### config.mk
export PLATFORM = sky130hd
export DESIGN_NAME = accel_magnitude_step_counter_top
export DESIGN_NICKNAME = d
export VERILOG_FILES = /design/src/hdl/amsc_pkg.sv /design/src/hdl/accel_magnitude_step_counter_top.sv /design/src/hdl/amsc_ctrl.sv /design/src/hdl/amsc_dpath.sv
export VERILOG_INCLUDE_DIRS = /design/src /design/src/hdl
export SDC_FILE = /design/constraint.sdc
export NUM_CORES = 2
export LEC_CHECK = 0
export ABC_CLOCK_PERIOD_IN_PS = 19300
export BUFFER_PORTS_ARGS = -buffer_cell sky130_fd_sc_hd__clkbuf_2
export CAP_MARGIN = 15
export CORE_ASPECT_RATIO = 1.5
export CORE_UTILIZATION = 56
export CTS_CLUSTER_SIZE = 40
export DETAILED_ROUTE_END_ITERATION = 7
export GPL_ROUTABILITY_DRIVEN = 0
export PLACE_DENSITY_LB_ADDON = 0.3
export SYNTH_ARGS = -nofsm -noshare
export SYNTH_HDL_FRONTEND = slang
export SYNTH_SLANG_ARGS = --single-unit
export TNS_END_PERCENT = 100
### constraint.sdc
create_clock -name clk -period 19.3 [get_ports clk]
set_input_delay 4.825 -clock clk [delete_from_list [all_inputs] [get_ports clk]]
set_output_delay 4.825 -clock clk [all_outputs]
set_load 0.05 [all_outputs]
### src/hdl/accel_magnitude_step_counter_top_defines.svh
// Assertion macros used by the step counter sequencer
`ifndef ACCEL_MAGNITUDE_STEP_COUNTER_TOP_DEFINES_SVH
`define ACCEL_MAGNITUDE_STEP_COUNTER_TOP_DEFINES_SVH

// same-cycle implication, checked out of reset
`define AMSC_ASSERT_IMPL(label, ante, cons) \
    label: assert property (@(posedge clk) disable iff (!rst_n) (ante) |-> (cons)) \
        else $error("step counter assertion failed");

// next-cycle implication, checked out of reset
`define AMSC_ASSERT_NEXT(label, ante, cons) \
    label: assert property (@(posedge clk) disable iff (!rst_n) (ante) |=> (cons)) \
        else $error("step counter assertion failed");

`endif

### src/hdl/amsc_pkg.sv
// Types and constants of the accelerometer step counter
package amsc_pkg;

    localparam int CAL_SAMPLES = 128;              // power of two
    localparam int CAL_SHIFT   = $clog2(CAL_SAMPLES);
    localparam int CNT_W       = $clog2(CAL_SAMPLES);
    localparam int ACC_W       = 16;
    localparam int SUM_W       = 24;
    localparam int DIFF_W      = ACC_W + 1;
    localparam int SQ_W        = 2 * DIFF_W;
    localparam int MAG_W       = 17;
    localparam int REM_W       = MAG_W + 2;
    localparam int STEP_W      = 16;
    localparam int ROOT_STEPS  = SQ_W / 2;
    localparam int SEQ_W       = $clog2(ROOT_STEPS);
    localparam logic [MAG_W-1:0] THRESHOLD_RESET = MAG_W'(2458);

    typedef enum logic [2:0] {
        ST_IDLE,
        ST_MUL,
        ST_ROOT_INIT,
        ST_ROOT,
        ST_FINISH
    } state_t;

    typedef enum logic [1:0] {
        AXIS_X,
        AXIS_Y,
        AXIS_Z,
        AXIS_NONE
    } axis_t;

    typedef struct packed {
        logic                     mode;
        logic signed [ACC_W-1:0]  accel_x;
        logic signed [ACC_W-1:0]  accel_y;
        logic signed [ACC_W-1:0]  accel_z;
    } in_word_t;

    typedef struct packed {
        logic [STEP_W-1:0] step_count;
        logic [MAG_W-1:0]  smoothed_magnitude;
        logic              step_armed_flag;
        logic              calibration_done;
    } out_word_t;

    typedef struct packed {
        logic  load;
        logic  mul_en;
        axis_t mul_sel;
        logic  acc_clr;
        logic  acc_en;
        logic  root_init;
        logic  root_step;
        logic  finish;
    } cmd_t;

    typedef struct packed {
        logic in_mode;
    } status_t;

endpackage

### src/hdl/accel_magnitude_step_counter_top.sv
// Top level of the accelerometer step counter
//
// Input channel in_valid/in_stall/in_word carries one raw three-axis sample
// per word, tagged calibration (mode 0) or measurement (mode 1). Output
// channel out_valid/out_stall/out_word returns exactly one result word per
// input word, in order. cfg_we/cfg_wdata write the step threshold; write it
// only while no word is in flight.
//
// A calibration word goes from accept straight to the result step; a
// measurement word is first squared and rooted: one shared 17x17 multiplier
// squares the three axes, then a restoring digit-recurrence square root takes
// one result bit per cycle until all 17 root bits are formed. One word is in
// work at a time; the next is taken once the last has left the result step.
//
// Reset clears the sums, offsets, detector, step count and threshold (to
// 2458) at once; the block takes a word in the first cycle after reset.
// The result register holds a finished word while out_stall is high; the
// next input word is still taken and worked, and its result waits in the
// finish step until the register frees.
module accel_magnitude_step_counter_top (
    input  logic                        clk,
    input  logic                        rst_n,
    input  logic                        in_valid,
    output logic                        in_stall,
    input  amsc_pkg::in_word_t          in_word,
    output logic                        out_valid,
    input  logic                        out_stall,
    output amsc_pkg::out_word_t         out_word,
    input  logic                        cfg_we,
    input  logic [amsc_pkg::MAG_W-1:0]  cfg_wdata
);
    import amsc_pkg::*;

    cmd_t    cmd;
    status_t status;

    amsc_ctrl u_ctrl (
        .clk       (clk),
        .rst_n     (rst_n),
        .in_valid  (in_valid),
        .in_stall  (in_stall),
        .out_valid (out_valid),
        .out_stall (out_stall),
        .status    (status),
        .cmd       (cmd)
    );

    amsc_dpath u_dpath (
        .clk       (clk),
        .rst_n     (rst_n),
        .in_word   (in_word),
        .cfg_we    (cfg_we),
        .cfg_wdata (cfg_wdata),
        .cmd       (cmd),
        .status    (status),
        .out_word  (out_word)
    );

endmodule

### src/hdl/amsc_ctrl.sv
// Sequencer of the step counter: input accept, square, root and result steps
`include "accel_magnitude_step_counter_top_defines.svh"
module amsc_ctrl (
    input  logic             clk,
    input  logic             rst_n,
    input  logic             in_valid,
    output logic             in_stall,
    output logic             out_valid,
    input  logic             out_stall,
    input  amsc_pkg::status_t status,
    output amsc_pkg::cmd_t    cmd
);
    import amsc_pkg::*;

    state_t           state_reg, state_next;
    logic [SEQ_W-1:0] cnt_reg, cnt_next;
    logic             out_valid_reg, out_valid_next;
    logic             in_fire;
    logic             out_free;

    assign in_fire  = in_valid && (state_reg == ST_IDLE);
    assign out_free = !out_valid_reg || !out_stall;

    always_comb
    begin
        state_next = state_reg;
        cnt_next   = cnt_reg;
        case (state_reg)
            ST_IDLE:
            begin
                cnt_next = '0;
                if (in_valid)
                begin
                    state_next = status.in_mode ? ST_MUL : ST_FINISH;
                end
            end
            ST_MUL:
            begin
                cnt_next = cnt_reg + SEQ_W'(1);
                if (cnt_reg == SEQ_W'(AXIS_NONE))
                begin
                    state_next = ST_ROOT_INIT;
                end
            end
            ST_ROOT_INIT:
            begin
                cnt_next   = '0;
                state_next = ST_ROOT;
            end
            ST_ROOT:
            begin
                cnt_next = cnt_reg + SEQ_W'(1);
                if (cnt_reg == SEQ_W'(ROOT_STEPS - 1))
                begin
                    state_next = ST_FINISH;
                end
            end
            ST_FINISH:
            begin
                if (out_free)
                begin
                    state_next = ST_IDLE;
                end
            end
            default:
            begin
                state_next = ST_IDLE;
            end
        endcase
    end

    always_comb
    begin
        cmd            = '0;
        cmd.mul_sel    = AXIS_NONE;
        in_stall       = (state_reg != ST_IDLE);
        out_valid_next = out_valid_reg && out_stall;
        case (state_reg)
            ST_IDLE:
            begin
                cmd.load = in_fire;
            end
            ST_MUL:
            begin
                cmd.mul_sel = axis_t'(cnt_reg[1:0]);
                cmd.mul_en  = (cnt_reg != SEQ_W'(AXIS_NONE));
                cmd.acc_clr = (cnt_reg == SEQ_W'(AXIS_X));
                cmd.acc_en  = (cnt_reg != SEQ_W'(AXIS_X));
            end
            ST_ROOT_INIT:
            begin
                cmd.root_init = 1'b1;
            end
            ST_ROOT:
            begin
                cmd.root_step = 1'b1;
            end
            ST_FINISH:
            begin
                cmd.finish = out_free;
                if (out_free)
                begin
                    out_valid_next = 1'b1;
                end
            end
            default:
            begin
                cmd = '0;
            end
        endcase
    end

    assign out_valid = out_valid_reg;

    always_ff @(posedge clk or negedge rst_n)
    begin
        if (!rst_n)
        begin
            state_reg     <= ST_IDLE;
            cnt_reg       <= '0;
            out_valid_reg <= 1'b0;
        end
        else
        begin
            state_reg     <= state_next;
            cnt_reg       <= cnt_next;
            out_valid_reg <= out_valid_next;
        end
    end

    `AMSC_ASSERT_NEXT(a_meas_to_mul, in_fire && status.in_mode, state_reg == ST_MUL)
    `AMSC_ASSERT_NEXT(a_cal_to_finish, in_fire && !status.in_mode, state_reg == ST_FINISH)
    `AMSC_ASSERT_NEXT(a_finish_waits, (state_reg == ST_FINISH) && out_valid_reg && out_stall,
                      state_reg == ST_FINISH)
    `AMSC_ASSERT_NEXT(a_finish_shows, cmd.finish, out_valid_reg)
    `AMSC_ASSERT_IMPL(a_root_bound, state_reg == ST_ROOT, cnt_reg < SEQ_W'(ROOT_STEPS))

endmodule

### src/hdl/amsc_dpath.sv
// Datapath of the step counter: calibration sums, squares, root and detector
module amsc_dpath (
    input  logic                            clk,
    input  logic                            rst_n,
    input  amsc_pkg::in_word_t              in_word,
    input  logic                            cfg_we,
    input  logic [amsc_pkg::MAG_W-1:0]      cfg_wdata,
    input  amsc_pkg::cmd_t                  cmd,
    output amsc_pkg::status_t               status,
    output amsc_pkg::out_word_t             out_word
);
    import amsc_pkg::*;

    in_word_t                 in_reg;
    logic [MAG_W-1:0]         thr_reg;
    logic signed [SUM_W-1:0]  sum_x_reg, sum_y_reg, sum_z_reg;
    logic signed [SUM_W-1:0]  sum_x_next, sum_y_next, sum_z_next;
    logic [CNT_W-1:0]         cal_cnt_reg;
    logic signed [ACC_W-1:0]  off_x_reg, off_y_reg, off_z_reg;
    logic [MAG_W-1:0]         prev_reg;
    logic                     above_reg, above_next;
    logic [STEP_W-1:0]        steps_reg, steps_next;
    logic                     done_reg;
    logic signed [DIFF_W-1:0] diff;
    logic [SQ_W-1:0]          prod_reg;
    logic [SQ_W-1:0]          acc_reg;
    logic [SQ_W-1:0]          rad_reg;
    logic [REM_W-1:0]         rem_reg, rem_next;
    logic [MAG_W-1:0]         root_reg, root_next;
    logic [REM_W+1:0]         rem_shift;
    logic [REM_W+1:0]         trial;
    logic [MAG_W:0]           pair;
    logic [MAG_W:0]           twice_t;
    logic                     rise, fall;
    logic                     cal_end;
    out_word_t                out_reg;

    assign status.in_mode = in_word.mode;

    always_comb
    begin
        case (cmd.mul_sel)
            AXIS_X:  diff = DIFF_W'(in_reg.accel_x) - DIFF_W'(off_x_reg);
            AXIS_Y:  diff = DIFF_W'(in_reg.accel_y) - DIFF_W'(off_y_reg);
            AXIS_Z:  diff = DIFF_W'(in_reg.accel_z) - DIFF_W'(off_z_reg);
            default: diff = '0;
        endcase
    end

    always_comb
    begin
        rem_shift = {rem_reg, rad_reg[SQ_W-1 -: 2]};
        trial     = {2'b00, root_reg, 2'b01};
        if (rem_shift >= trial)
        begin
            rem_next  = REM_W'(rem_shift - trial);
            root_next = {root_reg[MAG_W-2:0], 1'b1};
        end
        else
        begin
            rem_next  = REM_W'(rem_shift);
            root_next = {root_reg[MAG_W-2:0], 1'b0};
        end
    end

    always_comb
    begin
        pair       = {1'b0, root_reg} + {1'b0, prev_reg};
        twice_t    = {thr_reg, 1'b0};
        rise       = (pair > twice_t) && !above_reg;
        fall       = (pair < twice_t) && above_reg;
        steps_next = steps_reg;
        if (rise && (steps_reg != {STEP_W{1'b1}}))
        begin
            steps_next = steps_reg + STEP_W'(1);
        end
        above_next = rise ? 1'b1 : (fall ? 1'b0 : above_reg);
        sum_x_next = sum_x_reg + SUM_W'(in_reg.accel_x);
        sum_y_next = sum_y_reg + SUM_W'(in_reg.accel_y);
        sum_z_next = sum_z_reg + SUM_W'(in_reg.accel_z);
        cal_end    = (cal_cnt_reg == CNT_W'(CAL_SAMPLES - 1));
    end

    always_ff @(posedge clk)
    begin
        if (cmd.load)
        begin
            in_reg <= in_word;
        end
        if (cmd.mul_en)
        begin
            prod_reg <= SQ_W'(diff * diff);
        end
        if (cmd.acc_clr)
        begin
            acc_reg <= '0;
        end
        else if (cmd.acc_en)
        begin
            acc_reg <= acc_reg + prod_reg;
        end
        if (cmd.root_init)
        begin
            rad_reg  <= acc_reg;
            rem_reg  <= '0;
            root_reg <= '0;
        end
        else if (cmd.root_step)
        begin
            rad_reg  <= {rad_reg[SQ_W-3:0], 2'b00};
            rem_reg  <= rem_next;
            root_reg <= root_next;
        end
        if (cmd.finish)
        begin
            if (in_reg.mode)
            begin
                out_reg.step_count         <= steps_next;
                out_reg.smoothed_magnitude <= pair[MAG_W:1];
                out_reg.step_armed_flag    <= above_next;
                out_reg.calibration_done   <= done_reg;
            end
            else
            begin
                out_reg.step_count         <= steps_reg;
                out_reg.smoothed_magnitude <= '0;
                out_reg.step_armed_flag    <= above_reg;
                out_reg.calibration_done   <= done_reg || cal_end;
            end
        end
    end

    always_ff @(posedge clk or negedge rst_n)
    begin
        if (!rst_n)
        begin
            thr_reg     <= THRESHOLD_RESET;
            sum_x_reg   <= '0;
            sum_y_reg   <= '0;
            sum_z_reg   <= '0;
            cal_cnt_reg <= '0;
            off_x_reg   <= '0;
            off_y_reg   <= '0;
            off_z_reg   <= '0;
            prev_reg    <= '0;
            above_reg   <= 1'b0;
            steps_reg   <= '0;
            done_reg    <= 1'b0;
        end
        else
        begin
            if (cfg_we)
            begin
                thr_reg <= cfg_wdata;
            end
            if (cmd.finish && in_reg.mode)
            begin
                prev_reg  <= root_reg;
                above_reg <= above_next;
                steps_reg <= steps_next;
            end
            else if (cmd.finish)
            begin
                if (cal_end)
                begin
                    off_x_reg   <= ACC_W'(sum_x_next >>> CAL_SHIFT);
                    off_y_reg   <= ACC_W'(sum_y_next >>> CAL_SHIFT);
                    off_z_reg   <= ACC_W'(sum_z_next >>> CAL_SHIFT);
                    sum_x_reg   <= '0;
                    sum_y_reg   <= '0;
                    sum_z_reg   <= '0;
                    cal_cnt_reg <= '0;
                    done_reg    <= 1'b1;
                end
                else
                begin
                    sum_x_reg   <= sum_x_next;
                    sum_y_reg   <= sum_y_next;
                    sum_z_reg   <= sum_z_next;
                    cal_cnt_reg <= cal_cnt_reg + CNT_W'(1);
                end
            end
        end
    end

    assign out_word = out_reg;

endmodule
==> impl_metrics.json <==
{
  "status": "completed",
  "grt_use_total_pct": 26.3,
  "worst_setup_path_end_kind": "register",
  "via_count": 24516,
  "cts_tree": "yes",
  "finalSetupTns_ns": 0,
  "rsz0062_at_grt": "no",
  "drc": 0,
  "p_sw_share_pct": 47.8,
  "critPathKind": "reg -> reg",
  "fp-row-count": 109,
  "crit_top_cell": "fa_1",
  "skew_ns": 0.0217,
  "portBuffers": 107,
  "cts-root-buf": "clkbuf_16",
  "ys_types": 101,
  "viasPerCell": 5.71,
  "grt_pass1_wl_mm": 128,
  "cts_buffer_depth": 3,
  "drive_gt1_share_pct": 9.12,
  "layout.nets": 4123,
  "hold_viol_final": 0,
  "diodes": 0,
  "timing.final.crit_share_pct": 49.5,
  "synth_ff_type": "dfrtp_1",
  "cts_resized": 0,
  "layout_commonest_cell": "inv_1",
  "grt-ovfl-total": 0,
  "holdCritPathClass": "reg -> reg",
  "finalCriticalPeriod_ns": 9.56,
  "io_pins": 108,
  "placed_area_um2": 34700,
  "slowest_delay_ns": 0.73,
  "max_cap_viol_count": 0,
  "synth.avg_cell_area_um2": 9.79,
  "wire_per_inst_um": 18.0,
  "htreeDepth": 2,
  "setup_ws_ns": 9.74,
  "critical_path.top_delay_family": "adder cells",
  "dp_hpwl_mm": 59.8,
  "worst-endpoint-arrival_ns": 9.88,
  "p_leak_uw": 0.0169,
  "setup_viol": 0,
  "grt_pass1_vias": 25679,
  "totalWireLength_mm": 77.5,
  "hold_buffers": 0,
  "synth_enable_flop_cells": 151,
  "fmax_mhz": 105,
  "final_area_um2": 36200,
  "tightestPinTransition_ns": 0.996,
  "powerDensity_nw_per_um2": 188,
  "ys_ff_latch": 406,
  "path_max_fanout": 14,
  "clk_pin_slew_ns": 0.07,
  "synth-async-reset-ratio_pct": 45.6,
  "peakVddDrop_mv": 0.164,
  "dieArea_um2": 60600,
  "worst-path-buf-inv": 4,
  "slew_viol_final": 0,
  "antenna_found_initial": 1,
  "area_growth_pct": 8.47,
  "ant_nets": 0,
  "syn_area_um2": 33300,
  "core_area_um2": 58900,
  "dp_slack_ns": 9.86,
  "worstPathRequired_ns": 19.62,
  "cts_buffers": 42,
  "largest_register_ffs": 49,
  "power.total_uw": 6790,
  "syn_inst": 3408,
  "cts.sinks": 406,
  "die_width_um": 201,
  "cts_setup_buffers": 0,
  "synth_seq_area_share_pct": 31.7,
  "yosysWarnings": 0,
  "dr.pass1.iters": 6,
  "worst_setup_path_start_kind": "register",
  "synth.net_count": 4045,
  "layout_common_cells": "inv_1, nand2_1, ha_1, fa_1, nor2_1",
  "power_frac_seq_pct": 20.7,
  "pwr-share-clk_pct": 12.8,
  "die_h_um": 301,
  "grt_max_degree": 115,
  "clk_latency_ns": 0.58,
  "netSwitchingPower_uw": 3240,
  "cpMaxStageDelayCell": "a21oi_1",
  "pwr-share-comb_pct": 66.5,
  "drtIter0Drc": 1344,
  "p_int_uw": 3540,
  "max_slew_margin_pct": 33.6,
  "floorplan.initialDensity_pct": 56.6
}
[cells by family after synthesis]
logic type | after synthesis | synth area share (%)
fa+ha+maj | 566 | 27.5
mux | 50 | 1.67
compound gates | 718 | 14.7
xor+xnor | 227 | 5.96
flops | 406 | 31.7
simple gates | 873 | 12.0
buf+inv | 568 | 6.49
[synth_stat cells (19+ instances only)]
master    count  area (um2)
inv_1       463        1740
nand2_1     333        1250
ha_1        288        3600
fa_1        278        5570
nor2_1      235         882
dfrtp_1     179        4480
o21ai_0     176         881
edfxtp_1    151        4530
xnor2_1     151        1320
a21oi_1     130         651
a21o_1       85         638
xor2_1       76         666
clkbuf_1     74         278
dfxtp_1      70        1400
nand3_1      68         340
a22o_1       59         517
mux2_2       44         495
nor3_1       41         205
nand2b_1     29         181
nor2b_1      28         175
and2_1       26         163
o31ai_1      25         188
o21bai_1     24         180
o22ai_1      22         138
a31oi_1      20         125
nand4_1      20         125
o21a_1       19         143
o21ai_1      19        95.1
[worst reg2reg max path: cells and delay by family (launching register included)]
family                     cells  cell delay, ns
AOI/OAI and AO/OA             12            3.51
xor gates and xnor gates       2            0.21
adders and majority gates      8            3.67
buffers and inverters          4            0.65
DFF                            1            0.46
and+or+nand+nor                5            0.83
[through the flow]
step / std cells / hold slack (ns) / utilization [%]
after global routing: 4297 / 0.487 / 61.4
after CTS: 4297 / 0.471 / 61.4
after floorplan: 3408 / 0.419 / -
final: 4297 / 0.463 / 61.4
after global placement: 4219 / 0.441 / 58.9
after detailed placement: 4219 / 0.454 / 58.9
[power by group through the flow]
| stage | logic (uW) | clock network, uW | registers [uW] |
|---|---|---|---|
| 2_1_floorplan | 3410 | 0 | 1380 |
| 3_3_place_gp | 4430 | 0 | 1410 |
| 3_5_place_dp | 4510 | 0 | 1420 |
| 4_1_cts | 4540 | 887 | 1400 |
| 5_1_grt | 5090 | 918 | 1430 |
| 6_report | 4510 | 869 | 1400 |
[metal layers]
layer	wire length (um)	up-vias	GRT usage, %	part of all wire, %
met2	41400	566	50.1	53
li1	-	11704	-	-
met4	3850	0	12.4	5.0
met3	2450	209	2.29	3.2
met1	29800	12037	29.5	38
met5	0	-	0	0
[path summary, 6_finish.rpt]
path / from / endpoint / slack (ns) / depth (start not counted)
setup / recovery: u_dpath.in_reg[33] / u_dpath.prod_reg[31] / 9.74 / 31
min in group asynchronous: rst_n / u_dpath.cal_cnt_reg[6] / 4.33 / 1
hold reg to reg: u_dpath.done_reg / u_dpath.done_reg / 0.46 / 1
hold / removal: u_dpath.done_reg / u_dpath.done_reg / 0.46 / 1
max in group asynchronous: rst_n / u_ctrl.cnt_reg[2] / 13.38 / 2
setup reg to reg: u_dpath.in_reg[33] / u_dpath.prod_reg[31] / 9.74 / 31
[final cells by class]
type                            instances  area, um2
Clock buffer                           52       1170
Clock inverter                         26        310
Fill cell                            5027      22700
Inverter                              470       1760
Multi-Input combinational cell       2434      20700
Sequential cell                       406      10600
Tap cell                              777        972
Timing Repair Buffer                  132        732
No activity file was read; power rests on OpenSTA's default activity.
